===== src/hw/rtl/sfp_pkg.sv =====
// Shared types and constants of the serial frame parser.
package sfp_pkg;

    localparam logic [7:0] HDR_BYTE0 = 8'h55;
    localparam logic [7:0] HDR_BYTE1 = 8'hAA;

    localparam logic [7:0] CMD_PING    = 8'h00;
    localparam logic [7:0] CMD_PRODUCT = 8'h01;
    localparam logic [7:0] CMD_FW_VER  = 8'h02;
    localparam logic [7:0] CMD_WIFI    = 8'h03;

    localparam logic [1:0] KIND_PAYLOAD = 2'd0;
    localparam logic [1:0] KIND_GOOD    = 2'd1;
    localparam logic [1:0] KIND_BAD     = 2'd2;

    localparam logic [1:0] REPLY_NONE      = 2'd0;
    localparam logic [1:0] REPLY_HEARTBEAT = 2'd1;
    localparam logic [1:0] REPLY_PRODUCT   = 2'd2;
    localparam logic [1:0] REPLY_MCU_VER   = 2'd3;

    // Event passed from the parser front to the reply back end.
    typedef struct packed {
        logic        is_chk;   // checksum byte event, else payload byte
        logic        chk_ok;
        logic [7:0]  data;     // payload byte, or first payload byte at checksum
        logic [15:0] index;
        logic [7:0]  command;
        logic [7:0]  version;
        logic [15:0] length;
    } t_tok;

    typedef struct packed {
        logic [1:0]  kind;
        logic [7:0]  payload_byte;
        logic [15:0] payload_index;
        logic [7:0]  command;
        logic [7:0]  version;
        logic [15:0] frame_length;
        logic [1:0]  reply_kind;
        logic        heartbeat_reply;
        logic [7:0]  wifi_status;
    } t_res;

endpackage


===== src/hw/rtl/sfp_front.sv =====
// Frame parser front: header hunt, field capture, running checksum, event generation.
module sfp_front
    import sfp_pkg::*;
(
    input  logic       i_clk,
    input  logic       i_rst_n,
    input  logic       i_accept,
    input  logic [7:0] i_byte,
    output logic       o_tok_valid,
    output t_tok       o_tok
);

    typedef enum logic [7:0] {
        PH_HDR1 = 8'b0000_0001,
        PH_HDR2 = 8'b0000_0010,
        PH_VER  = 8'b0000_0100,
        PH_CMD  = 8'b0000_1000,
        PH_LENH = 8'b0001_0000,
        PH_LENL = 8'b0010_0000,
        PH_DATA = 8'b0100_0000,
        PH_CHK  = 8'b1000_0000
    } t_phase;

    t_phase      r_phase, n_phase;
    logic [7:0]  r_ver, n_ver;
    logic [7:0]  r_cmd, n_cmd;
    logic [15:0] r_len, n_len;
    logic [15:0] r_rcvd, n_rcvd;
    logic [7:0]  r_sum, n_sum;
    logic [7:0]  r_first, n_first;
    logic [15:0] rcvd_inc;

    assign rcvd_inc = r_rcvd + 16'd1;

    always_comb begin
        n_phase     = r_phase;
        n_ver       = r_ver;
        n_cmd       = r_cmd;
        n_len       = r_len;
        n_rcvd      = r_rcvd;
        n_sum       = r_sum;
        n_first     = r_first;
        o_tok_valid = 1'b0;
        o_tok       = '{is_chk: 1'b0, chk_ok: 1'b0, data: i_byte, index: r_rcvd,
                        command: r_cmd, version: r_ver, length: r_len};
        if (i_accept) begin
            case (r_phase)
                PH_HDR1: begin
                    n_phase = (i_byte == HDR_BYTE0) ? PH_HDR2 : PH_HDR1;
                end
                PH_HDR2: begin
                    n_phase = (i_byte == HDR_BYTE1) ? PH_VER : PH_HDR1;
                end
                PH_VER: begin
                    n_ver   = i_byte;
                    n_sum   = i_byte;
                    n_phase = PH_CMD;
                end
                PH_CMD: begin
                    n_cmd   = i_byte;
                    n_sum   = r_sum + i_byte;
                    n_phase = PH_LENH;
                end
                PH_LENH: begin
                    n_len   = {i_byte, 8'h00};
                    n_sum   = r_sum + i_byte;
                    n_phase = PH_LENL;
                end
                PH_LENL: begin
                    n_len   = {r_len[15:8], i_byte};
                    n_sum   = r_sum + i_byte;
                    n_rcvd  = '0;
                    n_first = '0;
                    n_phase = ({r_len[15:8], i_byte} != 16'd0) ? PH_DATA : PH_CHK;
                end
                PH_DATA: begin
                    if (r_rcvd == 16'd0) begin
                        n_first = i_byte;
                    end
                    n_sum       = r_sum + i_byte;
                    n_rcvd      = rcvd_inc;
                    n_phase     = (rcvd_inc >= r_len) ? PH_CHK : PH_DATA;
                    o_tok_valid = 1'b1;
                end
                PH_CHK: begin
                    n_phase      = PH_HDR1;
                    o_tok_valid  = 1'b1;
                    o_tok.is_chk = 1'b1;
                    o_tok.chk_ok = (i_byte == r_sum);
                    o_tok.data   = r_first;
                end
                default: begin
                    n_phase = PH_HDR1;
                end
            endcase
        end
    end

    always_ff @(posedge i_clk) begin
        if (!i_rst_n) begin
            r_phase <= PH_HDR1;
            r_ver   <= '0;
            r_cmd   <= '0;
            r_len   <= '0;
            r_rcvd  <= '0;
            r_sum   <= '0;
            r_first <= '0;
        end else begin
            r_phase <= n_phase;
            r_ver   <= n_ver;
            r_cmd   <= n_cmd;
            r_len   <= n_len;
            r_rcvd  <= n_rcvd;
            r_sum   <= n_sum;
            r_first <= n_first;
        end
    end

endmodule


===== src/hw/rtl/sfp_queue.sv =====
// Small register queue of parser events between front and back.
module sfp_queue
    import sfp_pkg::*;
#(
    parameter int DEPTH = 4
) (
    input  logic i_clk,
    input  logic i_rst_n,
    input  logic i_wr,
    input  t_tok i_wr_data,
    output logic o_full,
    input  logic i_rd,
    output t_tok o_rd_data,
    output logic o_empty
);

    localparam int PTR_W = (DEPTH > 1) ? $clog2(DEPTH) : 1;
    localparam int CNT_W = $clog2(DEPTH + 1);
    localparam logic [PTR_W-1:0] PTR_LAST = PTR_W'(DEPTH - 1);
    localparam logic [CNT_W-1:0] CNT_FULL = CNT_W'(DEPTH);

    t_tok             r_mem [DEPTH];
    logic [PTR_W-1:0] r_wptr, r_rptr;
    logic [CNT_W-1:0] r_count;
    logic             do_wr, do_rd;

    assign o_full    = (r_count == CNT_FULL);
    assign o_empty   = (r_count == '0);
    assign do_wr     = i_wr && !o_full;
    assign do_rd     = i_rd && !o_empty;
    assign o_rd_data = r_mem[r_rptr];

    always_ff @(posedge i_clk) begin
        if (do_wr) begin
            r_mem[r_wptr] <= i_wr_data;
        end
    end

    always_ff @(posedge i_clk) begin
        if (!i_rst_n) begin
            r_wptr  <= '0;
            r_rptr  <= '0;
            r_count <= '0;
        end else begin
            if (do_wr) begin
                r_wptr <= (r_wptr == PTR_LAST) ? '0 : r_wptr + 1'b1;
            end
            if (do_rd) begin
                r_rptr <= (r_rptr == PTR_LAST) ? '0 : r_rptr + 1'b1;
            end
            case ({do_wr, do_rd})
                2'b10:   r_count <= r_count + 1'b1;
                2'b01:   r_count <= r_count - 1'b1;
                default: r_count <= r_count;
            endcase
        end
    end

endmodule


===== src/hw/rtl/sfp_back.sv =====
// Reply back end: checksum verdict, reply selection, status update, output register.
module sfp_back
    import sfp_pkg::*;
(
    input  logic i_clk,
    input  logic i_rst_n,
    input  logic i_q_empty,
    input  t_tok i_tok,
    output logic o_q_rd,
    input  logic i_pop,
    output logic o_valid,
    output t_res o_res
);

    logic       r_valid;
    t_res       r_res, n_res;
    logic       r_hb_seen, n_hb_seen;
    logic [7:0] r_wifi, n_wifi;
    logic       take;

    // Refill the output word when it is empty or leaving this cycle.
    assign take    = !i_q_empty && (!r_valid || i_pop);
    assign o_q_rd  = take;
    assign o_valid = r_valid;
    assign o_res   = r_res;

    always_comb begin
        n_hb_seen = r_hb_seen;
        n_wifi    = r_wifi;
        n_res     = '{kind: KIND_PAYLOAD, payload_byte: 8'h00, payload_index: 16'h0000,
                      command: i_tok.command, version: i_tok.version,
                      frame_length: i_tok.length, reply_kind: REPLY_NONE,
                      heartbeat_reply: 1'b0, wifi_status: r_wifi};
        if (!i_tok.is_chk) begin
            n_res.payload_byte  = i_tok.data;
            n_res.payload_index = i_tok.index;
        end else if (!i_tok.chk_ok) begin
            n_res.kind = KIND_BAD;
        end else begin
            n_res.kind = KIND_GOOD;
            case (i_tok.command)
                CMD_PING: begin
                    n_res.reply_kind      = REPLY_HEARTBEAT;
                    n_res.heartbeat_reply = r_hb_seen;
                    n_hb_seen             = 1'b1;
                end
                CMD_PRODUCT: n_res.reply_kind = REPLY_PRODUCT;
                CMD_FW_VER: n_res.reply_kind = REPLY_MCU_VER;
                CMD_WIFI: begin
                    if (i_tok.length != 16'd0) begin
                        n_wifi = i_tok.data;
                    end
                end
                default: n_res.reply_kind = REPLY_NONE;
            endcase
            n_res.wifi_status = n_wifi;
        end
    end

    always_ff @(posedge i_clk) begin
        if (take) begin
            r_res <= n_res;
        end
    end

    always_ff @(posedge i_clk) begin
        if (!i_rst_n) begin
            r_valid   <= 1'b0;
            r_hb_seen <= 1'b0;
            r_wifi    <= '0;
        end else begin
            if (take) begin
                r_valid   <= 1'b1;
                r_hb_seen <= n_hb_seen;
                r_wifi    <= n_wifi;
            end else if (i_pop) begin
                r_valid <= 1'b0;
            end
        end
    end

endmodule


===== src/hw/rtl/serial_frame_parser_sum_checksum.sv =====
// Serial frame parser with 8-bit sum checksum (header 0x55 0xAA, version, command,
// 16-bit big-endian length, payload, checksum). One received byte is taken per clock
// whenever o_full is low; o_full rises only when the event queue between the parser
// front and the reply back end holds QUEUE_DEPTH events because results are not
// popped. Bytes that produce a result (payload bytes and the checksum byte) are
// registered in the event queue and then in the output register before they show on
// the result ports, and results can be popped one per clock while events wait in the
// queue. Each payload byte yields one word with its index; the checksum byte yields
// frame-good (with the reply to send) or checksum-mismatch. No clearing pass is needed after reset.
module serial_frame_parser_sum_checksum
    import sfp_pkg::*;
#(
    parameter int QUEUE_DEPTH = 4
) (
    input  logic        i_clk,
    input  logic        i_rst_n,
    input  logic        i_push,
    output logic        o_full,
    input  logic [7:0]  i_rx_byte,
    output logic        o_empty,
    input  logic        i_pop,
    output logic [1:0]  o_kind,
    output logic [7:0]  o_payload_byte,
    output logic [15:0] o_payload_index,
    output logic [7:0]  o_command,
    output logic [7:0]  o_version,
    output logic [15:0] o_frame_length,
    output logic [1:0]  o_reply_kind,
    output logic        o_heartbeat_reply,
    output logic [7:0]  o_wifi_status
);

    logic accept;
    logic tok_valid;
    t_tok tok_in, tok_out;
    logic q_empty, q_rd;
    logic out_valid;
    t_res res;

    assign accept = i_push && !o_full;

    sfp_front u_front (
        .i_clk      (i_clk),
        .i_rst_n    (i_rst_n),
        .i_accept   (accept),
        .i_byte     (i_rx_byte),
        .o_tok_valid(tok_valid),
        .o_tok      (tok_in)
    );

    sfp_queue #(
        .DEPTH(QUEUE_DEPTH)
    ) u_queue (
        .i_clk    (i_clk),
        .i_rst_n  (i_rst_n),
        .i_wr     (tok_valid),
        .i_wr_data(tok_in),
        .o_full   (o_full),
        .i_rd     (q_rd),
        .o_rd_data(tok_out),
        .o_empty  (q_empty)
    );

    sfp_back u_back (
        .i_clk    (i_clk),
        .i_rst_n  (i_rst_n),
        .i_q_empty(q_empty),
        .i_tok    (tok_out),
        .o_q_rd   (q_rd),
        .i_pop    (i_pop),
        .o_valid  (out_valid),
        .o_res    (res)
    );

    assign o_empty           = !out_valid;
    assign o_kind            = res.kind;
    assign o_payload_byte    = res.payload_byte;
    assign o_payload_index   = res.payload_index;
    assign o_command         = res.command;
    assign o_version         = res.version;
    assign o_frame_length    = res.frame_length;
    assign o_reply_kind      = res.reply_kind;
    assign o_heartbeat_reply = res.heartbeat_reply;
    assign o_wifi_status     = res.wifi_status;

endmodule


===== config.mk =====
export PLATFORM = sky130hd
export DESIGN_NAME = serial_frame_parser_sum_checksum
export DESIGN_NICKNAME = d
export VERILOG_FILES = /design/src/hw/rtl/sfp_pkg.sv /design/src/hw/rtl/sfp_front.sv /design/src/hw/rtl/sfp_queue.sv /design/src/hw/rtl/sfp_back.sv /design/src/hw/rtl/serial_frame_parser_sum_checksum.sv
export SDC_FILE = /design/constraint.sdc
export NUM_CORES = 1
export LEC_CHECK = 0
export ABC_AREA = 0
export BUFFER_PORTS_ARGS = -buffer_cell sky130_fd_sc_hd__buf_2
export CAP_MARGIN = 10
export CELL_PAD_IN_SITES_DETAIL_PLACEMENT = 1
export CELL_PAD_IN_SITES_GLOBAL_PLACEMENT = 1
export CORE_MARGIN = 3
export CORE_UTILIZATION = 45
export DETAILED_ROUTE_END_ITERATION = 12
export PLACE_DENSITY = 0.76
export REMOVE_ABC_BUFFERS = 1
export SYNTH_ARGS = -nofsm -noshare
export SYNTH_HDL_FRONTEND = slang
export SYNTH_SLANG_ARGS = --single-unit

===== constraint.sdc =====
create_clock -name i_clk -period 5.5 [get_ports i_clk]
set_clock_uncertainty 0.05 [all_clocks]
set_input_delay 0.275 -clock i_clk [delete_from_list [all_inputs] [get_ports i_clk]]
set_output_delay 0.275 -clock i_clk [all_outputs]
set_load 0.02 [all_outputs]

==> impl_metrics.py, run 1 <==
metrics = {
    "status": {
        "status": "complete, no violations",
    },
    "setup_path": {
        "worstPathRequired_ns": 5.91,
        "crit_type": "register to register",
        "start_kind": "register",
        "critPathLaunch": "u_queue.r_count[2]$_SDFFE_PN0P_",
        "worst_setup_path_end_kind": "register",
        "reg2reg_from": "u_queue.r_count[2]$_SDFFE_PN0P_",
        "cp.arrival_ns": 4.58,
        "r2r_slack_ns": 1.33,
        "path_max_fanout": 15,
    },
    "clock_network": {
        "root_buffer": "clkbuf_16",
        "cts.reportedPaths.clkPinSlew_ns": 0.06,
        "clock_path_buffers": 3,
        "numCtsBuffers": 40,
        "clkLatencyLatePin_ns": 0.53,
        "htree_levels": 2,
        "cts_tree": "built",
        "cts.sinks": 392,
    },
    "synthesis": {
        "synthCells": 1044,
        "yosysWarnings": 0,
        "seq_area_frac_synth_pct": 68.51,
        "synth_seq_cells": 392,
        "syn_area_per_cell_um2": 15.18,
        "synth_edf_count": 301,
        "netlist_top_cells_area": "edfxtp_1 (57%), dfxtp_1 (11%), mux4_2 (8.2%)",
        "synth_top_flop_cell": "edfxtp_1",
        "synth_async_sr_flop_share_pct": 0,
        "synth_top_area_share_pct": 57.02,
        "syn_area_um2": 15850,
        "synth_cell_types": 62,
        "synth_top_area_cell": "edfxtp_1",
    },
    "sta": {
        "setup_violations": 0,
        "slew_headroom_pct": 26.37,
        "fin_crit_sh_pct": 75.78,
        "tightest_slew_ns": 1.102,
        "setup_ws_ns": 1.332,
        "hold_viol_final": 0,
        "finalMaxSlewViolations": 0,
        "fmax_mhz": 239.9,
        "finalCriticalPeriod_ns": 4.168,
        "rsz0062_at_grt": "no",
    },
    "power_and_ir_drop": {
        "p_leak_uw": 0.006522,
        "p_per_area_nw_per_um2": 444.6,
        "max-vdd-ir-drop_v": 0.0003677,
    },
    "grt": {
        "grt_pass1_wl_um": 58780,
        "first_global_vias": 9920,
        "grt.total_usage_pct": 20.07,
        "antenna_found_initial": 1,
        "grt_overflow": 0,
        "grt_max_degree": 71,
    },
    "place": {
        "dp_cells": 1542,
        "placed_area_um2": 16740,
        "place.gp.congestion": 0.7951,
        "portBuffers": 82,
        "place_ws_ns": 1.347,
        "dp_hpwl_um": 23490,
    },
    "finish": {
        "drive_gt1_share_pct": 21.12,
        "nNetsFinal": 1175,
        "utilization_pct": 52.35,
        "mostFrequentLayoutCell": "edfxtp_1",
        "fillers": 3293,
        "final_cells": 1615,
        "synthToLayoutAreaGrowth_pct": 14.36,
        "antenna_cells": 0,
        "final_cell_mix": "edfxtp_1 (301), dfxtp_1 (89), buf_2 (82), nor2_1 (74), mux4_2 (58)",
        "fin_area_um2": 18130,
    },
    "floorplanning": {
        "die_area_um2": 37510,
        "die_w_um": 193.7,
        "start_util_pct": 45.78,
        "io_pins": 83,
        "core_area_um2": 34630,
        "rows": 68,
        "die_h_um": 193.7,
    },
    "detailed_routing": {
        "drc": 0,
        "wl_per_cell_um": 23.32,
        "ant_nets": 0,
        "drtPass1Iterations": 5,
        "via_count": 9164,
        "drt_iter0_drc": 720,
        "finalWirelength_um": 37670,
        "via_per_inst": 5.674,
    },
    "worst_hold_path": {
        "min_path_type": "input pin to register",
        "min-delay-start": "i_rst_n",
    },
    "flow_run": {
        "maxCapViolations": 0,
    },
}
[logic make-up after synthesis]
logic type | share of synthesized area (%)
buffers and inverters | 2.305
AO/OA/AOI/OAI | 5.036
XOR/XNOR | 1.216
flip-flops | 68.51
multiplexers | 10.63
adder cells (fa/ha/maj) | 2.700
AND/OR/NAND/NOR | 9.598
[per-layer routing]
metal	global-route usage, %	part of all wire [%]	vias to the layer above	wire length (µm)
met3	3.093	4.5	70	1700
met2	34.47	50	236	18670
met5	0	0	-	0
met4	6.376	2.7	0	1030
met1	26.51	43	4705	16270
li1	-	-	4153	-
[what timing repair did]
item,CTS,global route
hold buffers,1,0
resized for setup,0,0
hold endpoints to repair,1,0
buffers inserted,0,0
[Yosys cell counts (all sizes together), types with 2 or more instances]
library cell	count
xnor2	14
nand3	30
o21ai	27
or4	2
clkbuf	36
o211ai	2
nand3b	2
a21oi	57
inv	36
mux4	58
fa	2
buf	14
nor2b	39
nand4	11
nor4	16
xor2	8
nor2	74
and4b	2
and4	7
mux2	15
a22oi	15
edfxtp	301
dfxtp	91
o21a	6
a2111oi	3
or3	10
ha	31
and3	5
nor3b	2
and2	4
nor4b	3
or2	2
nor3	15
a211oi	6
a311oi	3
mux2i	18
nand2b	6
nand2	56
a21o	4
[report_power, final]
part / switching (µW) / internal, µW / leakage, µW / total (µW)
logic: 985 / 474 / 0.00209 / 1460
registers: 163 / 3600 / 0.00375 / 3760
clock network: 1090 / 1750 / 0.000683 / 2840
[state kept, by name, summed over array words and instances (netlist names), named ones only]
signal	count
u_queue.r_rptr	2
u_front.r_rcvd	16
u_queue.r_wptr	2
u_front.r_cmd	8
u_front.r_ver	8
u_back.o_valid	1
u_front.r_first	8
u_front.r_len	16
u_back.r_hb_seen	1
u_queue.r_mem	232
u_back.o_res	69
u_back.r_wifi	8
u_queue.r_count	3
u_front.r_sum	8
u_front.r_phase	8
[worst max-delay path, cell delays in order (launching register included)]
cell      delay [ns]
dfxtp_1         0.37
nor3b_1         0.49
nand2b_1        0.57
nor2_1          0.34
nor2_1          0.85
ha_1            0.34
inv_1           0.07
fa_1            0.37
xor2_1          0.17
or3_1           0.33
a21oi_1         0.15
[stage by stage]
stage | hold WS (ns) | TNS (ns) | power (µW)
final | 0.07670 | 0 | 8059
after detailed placement | 0.4001 | 0 | 5324
after global routing | 0.1034 | 0 | 8394
after global placement | 0.3877 | 0 | 5272
after CTS | 0.05234 | 0 | 8159
after floorplan | 0.3012 | -0.5580 | 4780
[worst paths after layout]
kind / endpoint / cells after the start
setup / recovery: u_queue.r_count[2]$_SDFFE_PN0P_ / 10
hold / removal: u_front.r_phase[0]$_SDFFE_PN1P_ / 2
setup reg to reg: u_queue.r_count[2]$_SDFFE_PN0P_ / 10
hold reg to reg: u_front.r_first[1]$_SDFFE_PN0P_ / 2
[cell type report]
class / instances / area (µm²) / area share (%)
flip-flops and latches: 392 / 10870 / 59.94
multi-input cells: 566 / 4672 / 25.77
clock buffers: 52 / 1107 / 6.108
well taps: 455 / 569.3 / 3.141
repair buffers: 94 / 503.0 / 2.775
clock inverters: 20 / 274.0 / 1.512
inverters: 36 / 136.4 / 0.7523
No activity file was read; power rests on OpenSTA's default activity.
==> inputs of run 2 (changes only) <==
==> constraint.sdc (replaced) <==
create_clock -name i_clk -period 3.7 [get_ports i_clk]
set_clock_uncertainty 0.05 [all_clocks]
set_input_delay 0.185 -clock i_clk [delete_from_list [all_inputs] [get_ports i_clk]]
set_output_delay 0.185 -clock i_clk [all_outputs]
set_load 0.02 [all_outputs]
==> impl_metrics.py, run 2 (synthesis results as in run 1) <==
metrics = {
    "status": {
        "status": "complete, no violations",
    },
    "setup_path": {
        "path_common_cell": "o21ai_0",
        "cp_slowest_cell": "dfxtp_1",
        "worstPathRequired_ns": 4.10,
        "slowest_delay_ns": 0.49,
        "path_max_fanout": 9,
        "start_kind": "register",
        "crit_type": "register to register",
        "cp_cell_sequence": "ha_1 > and3_1 > and4_1 > nand2_1 > xnor2_1 > ha_1 > a211oi_1 > o21ai_0 > a221oi_1 > o21ai_0 > o22a_1 > o21ai_0",
        "worst_setup_path_end_kind": "register",
        "cp.arrival_ns": 3.53,
    },
    "power_and_ir_drop": {
        "p_seq_share_pct": 47.3,
        "swShare_pct": 28.67,
        "internal-power_uw": 8391,
        "netSwitchingPower_uw": 3372,
        "max-vdd-ir-drop_v": 0.0008900,
        "clockPowerShare_pct": 33.5,
        "comb_power_share_pct": 19.3,
        "p_leak_uw": 0.006564,
        "p_per_area_nw_per_um2": 644.8,
    },
    "sta": {
        "setup_violations": 0,
        "tightest_slew_ns": 0.8343,
        "rsz0062_at_grt": "no",
        "setup_tns_ns": 0,
        "fmax_mhz": 319.9,
        "setup_ws_ns": 0.5744,
        "finalMaxSlewViolations": 0,
        "slew_headroom_pct": 43.64,
        "hold_viol_final": 0,
        "fin_crit_sh_pct": 84.48,
        "finalCriticalPeriod_ns": 3.126,
    },
    "grt": {
        "grt.total_usage_pct": 19.79,
        "grt_overflow": 0,
        "first_global_vias": 9909,
        "antenna_found_initial": 0,
        "grt_max_degree": 74,
        "grt_pass1_wl_um": 58330,
    },
    "clock_network": {
        "clock_path_buffers": 3,
        "cts.reportedPaths.clkPinSlew_ns": 0.06,
        "numCtsBuffers": 40,
        "clkLatencyLatePin_ns": 0.54,
        "htree_levels": 2,
        "cts_tree": "built",
        "root_buffer": "clkbuf_16",
        "cts.sinks": 392,
        "post_cts_buffers": 0,
    },
    "detailed_routing": {
        "via_per_inst": 5.655,
        "wl_per_cell_um": 22.84,
        "finalWirelength_um": 37300,
        "ant_nets": 0,
        "drc": 0,
        "drtPass1Iterations": 5,
        "via_count": 9234,
        "drt_iter0_drc": 809,
    },
    "finish": {
        "drive_gt1_share_pct": 21.73,
        "largest_reg_flops": 232,
        "mostFrequentLayoutCell": "edfxtp_1",
        "synthToLayoutAreaGrowth_pct": 15.09,
        "nNetsFinal": 1193,
        "top_register": "u_queue.r_mem",
        "antenna_cells": 0,
        "final_cell_mix": "edfxtp_1 (301), dfxtp_1 (89), buf_2 (82), nor2_1 (74), mux4_2 (58)",
    },
    "floorplanning": {
        "io_pins": 83,
        "start_util_pct": 45.78,
        "core_area_um2": 34630,
        "rows": 68,
        "die_h_um": 193.7,
        "die_w_um": 193.7,
        "die_area_um2": 37510,
    },
    "place": {
        "place_ws_ns": 0.5066,
        "portBuffers": 82,
        "place.gp.congestion": 0.7896,
        "dp_hpwl_um": 23830,
    },
    "flow_run": {
        "maxCapViolations": 0,
    },
    "worst_hold_path": {
        "min_path_type": "input pin to register",
    },
}
## run 2: cell types whose count changed in the layout (fill, tap and decap cells not counted), moves of 2 or more
cell | previous run | this run
buf_4 | 11 | 19
buf_12 | 0 | 6
bufinv_16 | 7 | 1
dlygate4sd3_1 | 1 | 5
clkbuf_1 | 7 | 10
clkbuf_16 | 41 | 44
clkbuf_8 | 4 | 2
## run 2: area by class of cell
cell class / instances / area, µm²
Fill cell: 3324 / 16380
Sequential cell: 392 / 10870
Multi-Input combinational cell: 566 / 4667
Clock buffer: 56 / 1166
Timing Repair Buffer: 112 / 723.2
Tap cell: 455 / 569.3
Inverter: 36 / 136.4
Clock inverter: 16 / 116.4
## run 2: critical path, delay by kind of cell, from the launching register on
| family | cells | cell delay (ns) |
|---|---|---|
| AOI/OAI and AO/OA | 6 | 1.11 |
| xor gates and xnor gates | 1 | 0.17 |
| adders and majority gates | 2 | 0.50 |
| DFF | 1 | 0.49 |
| and+or+nand+nor | 3 | 0.72 |
## run 2: path summary, 6_finish.rpt
kind / start / end / slack (ns) / cells after the start
max: u_front.r_rcvd[0]$_SDFFE_PN0P_ / u_front.r_phase[6]$_SDFFE_PN0P_ / 0.57 / 12
min: i_rx_byte[4] / u_front.r_cmd[4]$_SDFFE_PN0P_ / 0.04 / 3
max reg2reg: u_front.r_rcvd[0]$_SDFFE_PN0P_ / u_front.r_phase[6]$_SDFFE_PN0P_ / 0.57 / 12
min reg2reg: u_front.r_first[1]$_SDFFE_PN0P_ / u_front.r_first[1]$_SDFFE_PN0P_ / 0.41 / 2
## run 2: per-layer routing
metal  vias to the layer above  global-route usage (%)  share of wire [%]
li1                       4191                       -                  -
met1                      4767                   27.15                 45
met2                       222                   33.19                 49
met3                        54                   3.006                4.2
met4                         0                   5.706                2.2
met5                         -                       0                  0
## run 2: through the flow
| step | hold slack (ns) | total power [µW] | cells | util [%] | area (µm²) |
|---|---|---|---|---|---|
| floorplan | 0.2112 | 7053 | 994 | - | 15620 |
| global placement | 0.3917 | 7925 | 1556 | 48.84 | 16910 |
| detailed placement | 0.3951 | 7976 | 1556 | 48.84 | 16910 |
| CTS | 0.007231 | 11930 | 1633 | 52.68 | 18240 |
| global route | 0.02367 | 12260 | 1633 | 52.68 | 18240 |
| finish | 0.04253 | 11760 | 1633 | 52.68 | 18240 |
## run 2: power groups by stage
stage	Sequential (µW)	Combinational [µW]	Clock (µW)
2_1_floorplan	6050	998	0
3_3_place_gp	5660	2270	0
3_5_place_dp	5660	2310	0
4_1_cts	5580	2330	4020
5_1_grt	5610	2450	4200
6_report	5560	2270	3940
## run 2: what timing repair did
item / CTS / global route
endpoints found under the setup margin: 0 / 0
gates resized for setup: 0 / 0
hold buffers: 5 / 0
endpoints found under the hold margin: 7 / 0
